`src/rtl/ugf_pkg.sv`:
```
`default_nettype none

package ugf_pkg;

  // Queue sizes
  localparam int UGF_TX_DEPTH = 64;
  localparam int UGF_RX_DEPTH = 64;

  localparam int BYTE_W = 8;

  // Gap countdown reload after reset
  localparam logic [BYTE_W-1:0] GAP_TICKS_RESET = 8'd4;

  // Register map: word index taken from paddr[2]
  localparam int CFG_AW = 3;
  localparam logic REG_GAP_TICKS = 1'b0;

  // Item commands
  localparam logic [2:0] CMD_HOST_WRITE = 3'd0;
  localparam logic [2:0] CMD_TX_DONE    = 3'd1;
  localparam logic [2:0] CMD_RX_BYTE    = 3'd2;
  localparam logic [2:0] CMD_TICK       = 3'd3;
  localparam logic [2:0] CMD_HOST_READ  = 3'd4;

  // Receive framing mode
  typedef enum logic [1:0] {
    RX_IDLE  = 2'd0,
    RX_BUSY  = 2'd1,
    RX_READY = 2'd2
  } rx_mode_t;

  typedef struct packed {
    logic [2:0]        command;
    logic [BYTE_W-1:0] data_in;
    logic              burst_end;
  } ugf_in_t;

  typedef struct packed {
    logic              accepted;
    logic              tx_valid;
    logic [BYTE_W-1:0] tx_data;
    logic              rx_valid;
    logic [BYTE_W-1:0] rx_data;
    logic              rx_drained;
    logic              frame_ready;
    logic              rx_dropped;
  } ugf_out_t;

endpackage

`default_nettype wire

```
`src/rtl/ugf_ram.sv`:
```
`default_nettype none

module ugf_ram #(
  parameter int WIDTH = 8,
  parameter int DEPTH = 64
) (
  input  wire logic                     clk,
  input  wire logic                     we,
  input  wire logic [$clog2(DEPTH)-1:0] waddr,
  input  wire logic [WIDTH-1:0]         wdata,
  input  wire logic                     re,
  input  wire logic [$clog2(DEPTH)-1:0] raddr,
  output      logic [WIDTH-1:0]         rdata
);

  logic [WIDTH-1:0] mem [DEPTH];

  // One write port, one registered read port; read data holds without re
  always_ff @(posedge clk) begin
    if (we) begin
      mem[waddr] <= wdata;
    end
    if (re) begin
      rdata <= mem[raddr];
    end
  end

endmodule

`default_nettype wire

```
`src/rtl/uart_fifo_with_gap_framing_core.sv`:
```
`default_nettype none

// Buffered UART port with receive gap framing. Every item (host write,
// transmit complete, received byte, tick, host read) is taken one item per
// clock unless in_stall is high, and yields exactly one result: on accept
// the queue pointers and framing state update and the queue RAM read is
// issued alongside the stage 1 register, then the result register captures
// the result; stage 1 exists because the queue RAMs have a registered read
// port. Queue contents are not cleared at reset and need no clearing pass;
// pointers, counts, transmitter state and receive mode are cleared at once.
// gap_ticks is written over the APB port at byte address 0; the frame is
// marked ready on the tick that finds the countdown at zero, i.e. gap_ticks+1
// ticks after the last received byte.
module uart_fifo_with_gap_framing_core #(
  parameter int TX_DEPTH = ugf_pkg::UGF_TX_DEPTH,
  parameter int RX_DEPTH = ugf_pkg::UGF_RX_DEPTH
) (
  input  wire logic                      clk,
  input  wire logic                      rst_n,
  // item input
  input  wire logic                      in_valid,
  output      logic                      in_stall,
  input  wire ugf_pkg::ugf_in_t          in_data,
  // result output
  output      logic                      out_valid,
  input  wire logic                      out_stall,
  output      ugf_pkg::ugf_out_t         out_data,
  // configuration
  input  wire logic                      cfg_psel,
  input  wire logic                      cfg_penable,
  input  wire logic                      cfg_pwrite,
  input  wire logic [ugf_pkg::CFG_AW-1:0] cfg_paddr,
  input  wire logic [31:0]               cfg_pwdata,
  output      logic [31:0]               cfg_prdata,
  output      logic                      cfg_pready
);

  import ugf_pkg::*;

  localparam int TX_AW = $clog2(TX_DEPTH);
  localparam int TX_CW = $clog2(TX_DEPTH + 1);
  localparam int RX_AW = $clog2(RX_DEPTH);
  localparam int RX_CW = $clog2(RX_DEPTH + 1);

  localparam logic [TX_AW-1:0] TX_LAST = TX_AW'(TX_DEPTH - 1);
  localparam logic [TX_CW-1:0] TX_FULL = TX_CW'(TX_DEPTH);
  localparam logic [RX_AW-1:0] RX_LAST = RX_AW'(RX_DEPTH - 1);
  localparam logic [RX_CW-1:0] RX_FULL = RX_CW'(RX_DEPTH);

  // ---------------------------------------------------------------------
  // Configuration register
  // ---------------------------------------------------------------------
  logic [BYTE_W-1:0] gap_ticks_r;
  logic              cfg_wr;

  assign cfg_pready = 1'b1;
  assign cfg_wr = cfg_psel & cfg_penable & cfg_pwrite & cfg_pready;

  always_ff @(posedge clk) begin
    if (!rst_n) begin
      gap_ticks_r <= GAP_TICKS_RESET;
    end else if (cfg_wr && (cfg_paddr[2] == REG_GAP_TICKS)) begin
      gap_ticks_r <= cfg_pwdata[BYTE_W-1:0];
    end
  end

  always_comb begin
    cfg_prdata = '0;
    if (cfg_paddr[2] == REG_GAP_TICKS) begin
      cfg_prdata = {{(32 - BYTE_W){1'b0}}, gap_ticks_r};
    end
  end

  // ---------------------------------------------------------------------
  // Pipeline handshake
  // ---------------------------------------------------------------------
  logic     s1_valid_r;
  ugf_out_t s1_r;
  logic     s1_byp_r;
  logic     out_valid_r;
  ugf_out_t out_data_r;
  logic     s2_ready;
  logic     s1_fwd;
  logic     in_acc;

  assign s2_ready = !out_valid_r || !out_stall;
  assign s1_fwd   = s1_valid_r && s2_ready;
  assign in_stall = s1_valid_r && !s2_ready;
  assign in_acc   = in_valid && !in_stall;

  logic is_wr, is_txd, is_rxb, is_tick, is_rd;
  assign is_wr   = in_acc && (in_data.command == CMD_HOST_WRITE);
  assign is_txd  = in_acc && (in_data.command == CMD_TX_DONE);
  assign is_rxb  = in_acc && (in_data.command == CMD_RX_BYTE);
  assign is_tick = in_acc && (in_data.command == CMD_TICK);
  assign is_rd   = in_acc && (in_data.command == CMD_HOST_READ);

  // ---------------------------------------------------------------------
  // Transmit queue and transmitter state
  // ---------------------------------------------------------------------
  logic [TX_AW-1:0] tx_head_r, tx_head_nxt;
  logic [TX_AW-1:0] tx_tail_r, tx_tail_nxt;
  logic [TX_CW-1:0] tx_count_r, tx_count_nxt;
  logic             tx_busy_r, tx_busy_nxt;
  logic             tx_push, tx_pop, tx_byp;
  logic [BYTE_W-1:0] tx_rdata;

  always_comb begin
    tx_push = is_wr && (tx_count_r < TX_FULL);
    tx_pop  = 1'b0;
    tx_busy_nxt = tx_busy_r;
    if (is_wr) begin
      // kick-off sees the byte just pushed
      if (in_data.burst_end && !tx_busy_r && (tx_push || (tx_count_r != '0))) begin
        tx_pop      = 1'b1;
        tx_busy_nxt = 1'b1;
      end
    end else if (is_txd && tx_busy_r) begin
      if (tx_count_r != '0) begin
        tx_pop = 1'b1;
      end else begin
        tx_busy_nxt = 1'b0;
      end
    end
    // pushed and popped in the same item: RAM still holds the old entry
    tx_byp = tx_push && tx_pop && (tx_count_r == '0);

    tx_tail_nxt  = tx_push ? ((tx_tail_r == TX_LAST) ? '0 : tx_tail_r + 1'b1) : tx_tail_r;
    tx_head_nxt  = tx_pop  ? ((tx_head_r == TX_LAST) ? '0 : tx_head_r + 1'b1) : tx_head_r;
    tx_count_nxt = tx_count_r + TX_CW'(tx_push) - TX_CW'(tx_pop);
  end

  always_ff @(posedge clk) begin
    if (!rst_n) begin
      tx_head_r  <= '0;
      tx_tail_r  <= '0;
      tx_count_r <= '0;
      tx_busy_r  <= 1'b0;
    end else begin
      tx_head_r  <= tx_head_nxt;
      tx_tail_r  <= tx_tail_nxt;
      tx_count_r <= tx_count_nxt;
      tx_busy_r  <= tx_busy_nxt;
    end
  end

  ugf_ram #(
    .WIDTH (BYTE_W),
    .DEPTH (TX_DEPTH)
  ) u_tx_ram (
    .clk   (clk),
    .we    (tx_push),
    .waddr (tx_tail_r),
    .wdata (in_data.data_in),
    .re    (tx_pop),
    .raddr (tx_head_r),
    .rdata (tx_rdata)
  );

  // ---------------------------------------------------------------------
  // Receive queue and gap framing
  // ---------------------------------------------------------------------
  logic [RX_AW-1:0]  rx_head_r, rx_head_nxt;
  logic [RX_AW-1:0]  rx_tail_r, rx_tail_nxt;
  logic [RX_CW-1:0]  rx_count_r, rx_count_nxt;
  rx_mode_t          rx_mode_r, rx_mode_nxt;
  logic [BYTE_W-1:0] gap_timer_r, gap_timer_nxt;
  logic              rx_push, rx_pop, rx_dropped, rx_drained;
  logic [BYTE_W-1:0] rx_rdata;

  // framing mode and gap countdown, next state
  always_comb begin
    rx_mode_nxt   = rx_mode_r;
    gap_timer_nxt = gap_timer_r;
    if (is_rxb) begin
      rx_mode_nxt   = RX_BUSY;
      gap_timer_nxt = gap_ticks_r;
    end else if (is_tick && (rx_mode_r == RX_BUSY)) begin
      if (gap_timer_r != '0) begin
        gap_timer_nxt = gap_timer_r - 1'b1;
      end else begin
        rx_mode_nxt = RX_READY;
      end
    end else if (is_rd && (rx_mode_r == RX_READY) && (rx_count_r <= RX_CW'(1))) begin
      rx_mode_nxt = RX_IDLE;
    end
  end

  // queue actions and flags
  always_comb begin
    rx_push    = is_rxb && (rx_count_r < RX_FULL);
    rx_dropped = is_rxb && !(rx_count_r < RX_FULL);
    rx_pop     = is_rd && (rx_mode_r == RX_READY) && (rx_count_r != '0);
    rx_drained = is_rd && (rx_mode_r == RX_READY) && (rx_count_r <= RX_CW'(1));

    rx_tail_nxt  = rx_push ? ((rx_tail_r == RX_LAST) ? '0 : rx_tail_r + 1'b1) : rx_tail_r;
    rx_head_nxt  = rx_pop  ? ((rx_head_r == RX_LAST) ? '0 : rx_head_r + 1'b1) : rx_head_r;
    rx_count_nxt = rx_count_r + RX_CW'(rx_push) - RX_CW'(rx_pop);
  end

  always_ff @(posedge clk) begin
    if (!rst_n) begin
      rx_head_r   <= '0;
      rx_tail_r   <= '0;
      rx_count_r  <= '0;
      rx_mode_r   <= RX_IDLE;
      gap_timer_r <= '0;
    end else begin
      rx_head_r   <= rx_head_nxt;
      rx_tail_r   <= rx_tail_nxt;
      rx_count_r  <= rx_count_nxt;
      rx_mode_r   <= rx_mode_nxt;
      gap_timer_r <= gap_timer_nxt;
    end
  end

  ugf_ram #(
    .WIDTH (BYTE_W),
    .DEPTH (RX_DEPTH)
  ) u_rx_ram (
    .clk   (clk),
    .we    (rx_push),
    .waddr (rx_tail_r),
    .wdata (in_data.data_in),
    .re    (rx_pop),
    .raddr (rx_head_r),
    .rdata (rx_rdata)
  );

  // ---------------------------------------------------------------------
  // Stage 1: flags of the item, aligned with the RAM read data
  // ---------------------------------------------------------------------
  always_ff @(posedge clk) begin
    if (!rst_n) begin
      s1_valid_r <= 1'b0;
    end else if (in_acc) begin
      s1_valid_r <= 1'b1;
    end else if (s1_fwd) begin
      s1_valid_r <= 1'b0;
    end
  end

  always_ff @(posedge clk) begin
    if (in_acc) begin
      s1_r.accepted    <= tx_push;
      s1_r.tx_valid    <= tx_pop;
      s1_r.tx_data     <= in_data.data_in;
      s1_r.rx_valid    <= rx_pop;
      s1_r.rx_data     <= '0;
      s1_r.rx_drained  <= rx_drained;
      s1_r.frame_ready <= (rx_mode_nxt == RX_READY);
      s1_r.rx_dropped  <= rx_dropped;
      s1_byp_r         <= tx_byp;
    end
  end

  // ---------------------------------------------------------------------
  // Stage 2: result register
  // ---------------------------------------------------------------------
  ugf_out_t res;

  always_comb begin
    res = s1_r;
    if (!s1_r.tx_valid) begin
      res.tx_data = '0;
    end else if (!s1_byp_r) begin
      res.tx_data = tx_rdata;
    end
    res.rx_data = s1_r.rx_valid ? rx_rdata : '0;
  end

  always_ff @(posedge clk) begin
    if (!rst_n) begin
      out_valid_r <= 1'b0;
    end else if (s2_ready) begin
      out_valid_r <= s1_valid_r;
    end
  end

  always_ff @(posedge clk) begin
    if (s1_fwd) begin
      out_data_r <= res;
    end
  end

  assign out_valid = out_valid_r;
  assign out_data  = out_data_r;

endmodule

`default_nettype wire

```
`config.mk`:
```
export PLATFORM = sky130hd
export DESIGN_NAME = uart_fifo_with_gap_framing_core
export DESIGN_NICKNAME = d
export VERILOG_FILES = /design/src/rtl/ugf_pkg.sv /design/src/rtl/ugf_ram.sv /design/src/rtl/uart_fifo_with_gap_framing_core.sv
export SDC_FILE = /design/constraint.sdc
export NUM_CORES = 1
export LEC_CHECK = 0
export BUFFER_PORTS_ARGS = -buffer_cell sky130_fd_sc_hd__buf_2
export CELL_PAD_IN_SITES_DETAIL_PLACEMENT = 0
export CELL_PAD_IN_SITES_GLOBAL_PLACEMENT = 1
export CORE_ASPECT_RATIO = 0.75
export CORE_MARGIN = 10
export CORE_UTILIZATION = 45
export DETAILED_ROUTE_END_ITERATION = 12
export GPL_TIMING_DRIVEN = 0
export PLACE_DENSITY_LB_ADDON = 0.2
export SYNTH_ARGS = -nofsm -noshare
export SYNTH_HDL_FRONTEND = slang
export SYNTH_SLANG_ARGS = --single-unit
```
`constraint.sdc`:
```
create_clock -name clk -period 3.65 [get_ports clk]
set_clock_uncertainty 0.05 [all_clocks]
set_input_delay 0.5475 -clock clk [delete_from_list [all_inputs] [get_ports clk]]
set_output_delay 0.5475 -clock clk [all_outputs]
set_load 0.02 [all_outputs]
```
=== Yosys cells after proc, flatten, opt, wreduce, memory -nomap -nowiden ===
Memories as Yosys holds them, arrays and structs flattened. A register that Yosys moved wholly into a read port is not among the register bits.
Cells that the tools add are included.

* Memory bits (writable): 1,024
* Memories kept: 2
* Input port bits: 54
* Word-level logic and storage cells: 125
* Register bits after elaboration: 96
* Output and inout port bits: 57

* Add/sub/neg operators: 9
* Muxes and demuxes: 27
* Magnitude comparators: 3
* Equal/unequal tests: 13
* Bitwise gates (word level): 3
* Reduce and logical (&&, ||, !) cells: 40

{| class="wikitable"
|+ Memory list
! memory !! words !! bits a word !! read ports !! clocked after memory_dff !! write ports !! RTL line !! source
|-
| u_rx_ram.mem || 64 || 8 || 1 || 1 || 1 || ugf_ram.sv:16 || <nowiki>logic [WIDTH-1:0] mem [DEPTH];</nowiki>
|-
| u_tx_ram.mem || 64 || 8 || 1 || 1 || 1 || ugf_ram.sv:16 ||
|}

{| class="wikitable"
|+ Operators with widths
! kind !! count
|-
| $mux 8 || 5
|-
| $add 6x1->6 const B || 4
|-
| $eq 6x6->1 const B || 4
|-
| $mux 6 || 4
|-
| $logic_and 1x1->1 || 21
|-
| $add 7x1->7 || 2
|-
| $lt 7x7->1 const B || 2
|-
| $mux 1 || 14
|-
| $reduce_bool 7->1 || 2
|-
| $sub 7x1->7 || 2
|-
| $mux 2 || 4
|-
| $reduce_bool 2->1 || 4
|-
| $reduce_bool 8->1 || 1
|-
| $sub 8x1->8 const B || 1
|-
| $le 7x1->1 const B || 1
|-
| $logic_not 7->1 || 1
|-
| $eq 3x2->1 const B || 2
|-
| $logic_not 1->1 || 6
|-
| $eq 2x2->1 const B || 2
|-
| $eq 3x1->1 const B || 1
|-
| $eq 3x3->1 const B || 1
|-
| $logic_not 3->1 || 1
|-
| $reduce_and 3->1 || 1
|-
| $and 1x1->1 || 2
|-
| 6 further kinds || 7
|}

=== Depth between registers and ports, before layout ===
* Depth after elaboration: 14
* Depth in mapped cells: 15
* Depth with buffers taken out: 15

=== Cells and area by module ===
From an unflattened synthesis, not the netlist that was laid out.

* Cells, all modules: 2,385
* Area, all modules: 45,508.6 um^2

{| class="wikitable"
|+ By module, submodules not included
! module !! cells an instance !! seq. area each (um^2) !! instances !! area an instance (um^2)
|-
| ugf_ram || 940 || 15,615.0 || 2 || 20,246.9
|-
| uart_fifo_with_gap_framing_core || 505 || 2,292.2 || 1 || 5,014.8
|}

=== Least setup slack after synthesis ===
Ideal clock, no wire load.

* Path kind: input-to-reg
* Start point: input out_stall
* End point: register tx_count_r[6]
* Cell stages on the path: 14
* Slack: -0.011 ns
* Setup time: 0.116 ns
* Arrival time: 3.495 ns
* Path through: nand3_1 > inv_1 > nor4b_2 > a21boi_2 > ha_1 > inv_1 > ha_1 > fa_1 > a21oi_1 > o21bai_1 > a21oi_1 > nor2_1 > or3_1 > and3_1

* Cells in the longest elaborated chain, start to end: 13
* Elaborated cells between the ends (all ways): 17

{| class="wikitable"
|+ RTL lines
! element !! RTL line !! source
|-
| from (decl) || uart_fifo_with_gap_framing_core.sv:26 || <nowiki>input wire logic out_stall,</nowiki>
|-
| $logic_not 1->1 * || uart_fifo_with_gap_framing_core.sv:86 || <nowiki>assign s2_ready = !out_valid_r || !out_stall;</nowiki>
|-
| $logic_or 1x1->1 * || uart_fifo_with_gap_framing_core.sv:86 ||
|-
| $logic_not 1->1 * || uart_fifo_with_gap_framing_core.sv:88 || <nowiki>assign in_stall = s1_valid_r && !s2_ready;</nowiki>
|-
| $logic_and 1x1->1 * || uart_fifo_with_gap_framing_core.sv:88 ||
|-
| net in_stall || uart_fifo_with_gap_framing_core.sv:22 || <nowiki>output logic in_stall,</nowiki>
|-
| $logic_not 1->1 * || uart_fifo_with_gap_framing_core.sv:89 || <nowiki>assign in_acc = in_valid && !in_stall;</nowiki>
|-
| $logic_and 1x1->1 * || uart_fifo_with_gap_framing_core.sv:89 ||
|-
| $logic_and 1x1->1 || uart_fifo_with_gap_framing_core.sv:92 || <nowiki>assign is_wr = in_acc && (in_data.command == CMD_HOST_WRITE);</nowiki>
|-
| $logic_and 1x1->1 || uart_fifo_with_gap_framing_core.sv:109 || <nowiki>tx_push = is_wr && (tx_count_r < TX_FULL);</nowiki>
|-
| $logic_or 1x1->1 || uart_fifo_with_gap_framing_core.sv:114 || <nowiki>if (in_data.burst_end && !tx_busy_r && (tx_push || (tx_count_r != '0))) begin</nowiki>
|-
| $logic_and 1x1->1 || uart_fifo_with_gap_framing_core.sv:114 ||
|-
| $mux 1 || uart_fifo_with_gap_framing_core.sv:114 ||
|-
| $mux 1 * || uart_fifo_with_gap_framing_core.sv:112 || <nowiki>if (is_wr) begin</nowiki>
|-
| net tx_pop || uart_fifo_with_gap_framing_core.sv:105 || <nowiki>logic tx_push, tx_pop, tx_byp;</nowiki>
|-
| $sub 7x1->7 * || uart_fifo_with_gap_framing_core.sv:130 || <nowiki>tx_count_nxt = tx_count_r + TX_CW'(tx_push) - TX_CW'(tx_pop);</nowiki>
|-
| to (signal assigned) || uart_fifo_with_gap_framing_core.sv:142 || <nowiki>tx_count_r <= tx_count_nxt;</nowiki>
|-
| to (decl) || uart_fifo_with_gap_framing_core.sv:103 || <nowiki>logic [TX_CW-1:0] tx_count_r, tx_count_nxt;</nowiki>
|}

The timed path passes the listed nets; every way through them passes the cells marked *.
A chain may end at the register's enable or synchronous reset.

==> run summary <==
Status: finished clean
RSZ-0062 raised after global routing: no
Crit. path cell count: 9
Initial antenna violation count: 2
R2R Setup Slk: 0.11 ns
Reg2reg end: u_rx_ram.rdata[2]
Combinational Power Share: 0.030
Endpoints failing setup: 0
Main combinational cell family by area after synthesis: multiplexers
P&R area growth vs syn: 13.5%
Proportion of synthesized area in mux cells: 0.133
Ys flop type: edfxtp_1
Fmax: 0.282 GHz
Sequential fraction of design power: 0.546
WL per Instance: 27.7 um
Fin. Hold Viols: 0
Final #Nets: 2704
Die X: 386 um
Xor/xnor cell area share of the yosys netlist: 0.00388
Most frequent cells in the layout: 1077 x edfxtp_1, 206 x mux4_2, 145 x nor2_1
Post-route clock period utilization: 0.971
Register area share after synthesis: 0.743
Routability Congestion: 0.864
Worst-path fanout max: 10
Startpoint type of the worst setup path: flip-flop
CTS tree: yes
Worst Setup EP: u_rx_ram.rdata[2]
Seq cells post-synth: 1136
Clock Latency Late Sink: 0.70 ns
TritonCTS buffer count: 109
Initial DRC Count: 2448
Synth Area in Simple Gates: 0.0492
Initial Util: 0.454
CP delay by family, top: compound AO/OA/AOI/OAI gates
Fin area: 0.0512 mm^2
Share of layout cells above drive strength 1: 0.223
Switch share: 0.206
Longest Clk Path Bufs: 3
IO Pins: 111
Via count: 23616
Clk pwr share: 0.424
Hold Crit Class: in2reg
Async SR Flop Fraction: 0
Max-cap viol count: 0
Post-DP HPWL: 74.6 mm
Post-Route WL: 112 mm
All-Layer GR Usage: 0.196
Reg2Reg Depth: 9
Row cnt: 100
CP Capture Type: flip-flop
Critical R2R Launch: rx_head_r[1]
Synth cell types: 69
H-tree levels: 3
Hold bufs inserted after CTS: 0
Static Leakage: 0.0158 uW
DRT Pass-1 Iters: 5
IO Port Bufs: 58
CP Buf/Inv Count: 4
CTS Root Cell: clkbuf_16
Worst slack at placement: -0.549 ns
TritonCTS Sinks: 1136
Maximum VDD drop: 0.343 mV
Clock transition at the registers of the reported paths: 0.07 ns
DRC Markers: 0
First-pass GRT wire length: 163 mm
GR Overflow Total: 0
Final setup margin: 0.107 ns
Dpl cell area: 0.0474 mm^2
CORE AREA: 0.0993 mm^2
Post-route minimum period: 3.54 ns
Die area: 0.113 mm^2
Crit path max-delay cell type: a211oi_1
Kind of critical path: reg2reg
Syn_area_per_cell: 18.7 um^2
Vias per cell: 5.85
Critical path cell sequence: buf_6 > buf_6 > buf_6 > buf_2 > mux2i_1 > o22ai_1 > a211oi_1 > nand3_1 > a211o_1
Worst path max stage delay: 0.73 ns
Max Slew Vio Count: 0
Post-route antenna net violation count: 0
Die Y: 294 um
Mapped Area: 0.0451 mm^2
Mapped Cells: 2411
Net switching power: 5400 uW
Largest net degree at the start of global routing: 86
Complex-gate fraction of the synthesized area: 0.0392
Vias in the first global route: 23651
Power Internal: 20900 uW
Relative slew slack: 0.278
Commonest non-fill, non-tap cell in the layout: edfxtp_1
Worst setup startpoint: rx_head_r[1]
Yosys warns: 0
# diodes: 0
CP arrival: 3.93 ns
Slew at the pin closest to its max-slew limit: 1.08 ns
Most used cell, CP: buf_6
PwrDens: 513 mW/mm^2
Worst Path Required: 4.04 ns
Number of flops mapped to enable cells by yosys: 1077
Adder-cell share of the synthesized area: 0.00893
-- through the flow --
step | cells | TNS, ns | hold slack (ns) | power (uW) | utilization
after floorplan | 2434 | 0 | 0.350 | 15000 | -
after global placement | 3818 | -100.16 | 0.362 | 15400 | 0.475
after detailed placement | 3827 | -114.53 | 0.365 | 15400 | 0.478
after CTS | 4029 | -14.58 | 0.00354 | 26500 | 0.513
after global routing | 4035 | 0 | 0.0306 | 27000 | 0.516
final | 4035 | 0 | 0.0439 | 26300 | 0.516
-- power by group through the flow --
stage / Sequential [uW] / Clock (uW) / Combinational (uW)
after detailed placement: 14600 / 0 / 775
after global placement: 14600 / 0 / 716
after floorplan: 14600 / 0 / 379
after global routing: 14300 / 11800 / 870
final: 14300 / 11100 / 781
after CTS: 14300 / 11300 / 782
-- worst min-delay path by stage --
stage,start,cells past startpoint,to
after floorplan,res[0],0,out_data[0]
after global placement,res[2],0,out_data[2]
after detailed placement,res[1],0,out_data[1]
after CTS,cfg_pwdata[2],3,gap_ticks_r[2]
after global routing,cfg_pwdata[2],3,gap_ticks_r[2]
final,cfg_pwdata[2],3,gap_ticks_r[2]
-- layout make-up --
type / instances / area [um^2]
Inverter: 29 / 109
Clock buffer: 142 / 2920
Buffer: 149 / 908
Sequential cell: 1136 / 33500
Fill cell: 7965 / 48100
Tap cell: 1326 / 1660
Timing Repair Buffer: 75 / 618
Multi-Input combinational cell: 1119 / 10900
Clock inverter: 59 / 592
-- cell families after synthesis --
logic type	Yosys count
multiplexers	325
AO/OA/AOI/OAI	254
flip-flops	1136
buffers and inverters	179
XOR/XNOR	20
other	2
AND/OR/NAND/NOR	464
adder cells (fa/ha/maj)	31
-- layer usage --
metal | vias up | part of all wire | track usage
met2 | 965 | 0.42 | 0.272
met5 | - | 0.00012 | 0
li1 | 10093 | - | -
met3 | 168 | 0.095 | 0.0538
met1 | 12388 | 0.46 | 0.305
met4 | 2 | 0.020 | 0.0408
-- Yosys cell counts, types with 10 or more instances --
cell type,number,area [um^2]
o22ai_1,30,188
dfxtp_1,59,1180
mux2i_1,100,1000
nand3b_1,15,113
o21ai_0,24,120
a22oi_1,23,173
inv_1,29,109
mux4_2,206,4640
buf_6,16,180
clkbuf_1,45,169
o221ai_1,24,210
and2_1,33,206
nor2_1,183,687
nor3_1,11,55.1
a211oi_1,19,143
nand2_1,88,330
xnor2_1,12,105
buf_4,39,293
buf_2,41,205
mux4_1,11,289
nor4_1,10,62.6
nand2b_1,11,68.8
nor2b_1,31,194
and3_1,11,68.8
edfxtp_1,1077,32300
a21boi_0,16,120
nand3_1,40,200
a21oi_1,58,290
ha_1,29,363
-- sequential cells by signal (all words and copies together), names as in the netlist, 8 cells and up --
name	flops
u_tx_ram.mem	512
u_tx_ram.rdata	8
u_rx_ram.rdata	8
s1_r	8
out_data	22
gap_ticks_r	8
gap_timer_r	8
u_rx_ram.mem	512
-- worst reg2reg max path: stages (launching register included) --
cell and delay [ns]:
dfxtp_1 0.36, buf_6 0.17, buf_6 0.22, buf_6 0.27
buf_2 0.39, mux2i_1 0.27, o22ai_1 0.11, a211oi_1 0.73
nand3_1 0.35, a211o_1 0.37
-- what timing repair did --
action | in CTS | in global routing
setup buffers | 1 | 7
gates resized for setup | 14 | 52
setup endpoints to repair | 196 | 446
pin swaps | 0 | 1
Power figures use the tool's default switching activity.
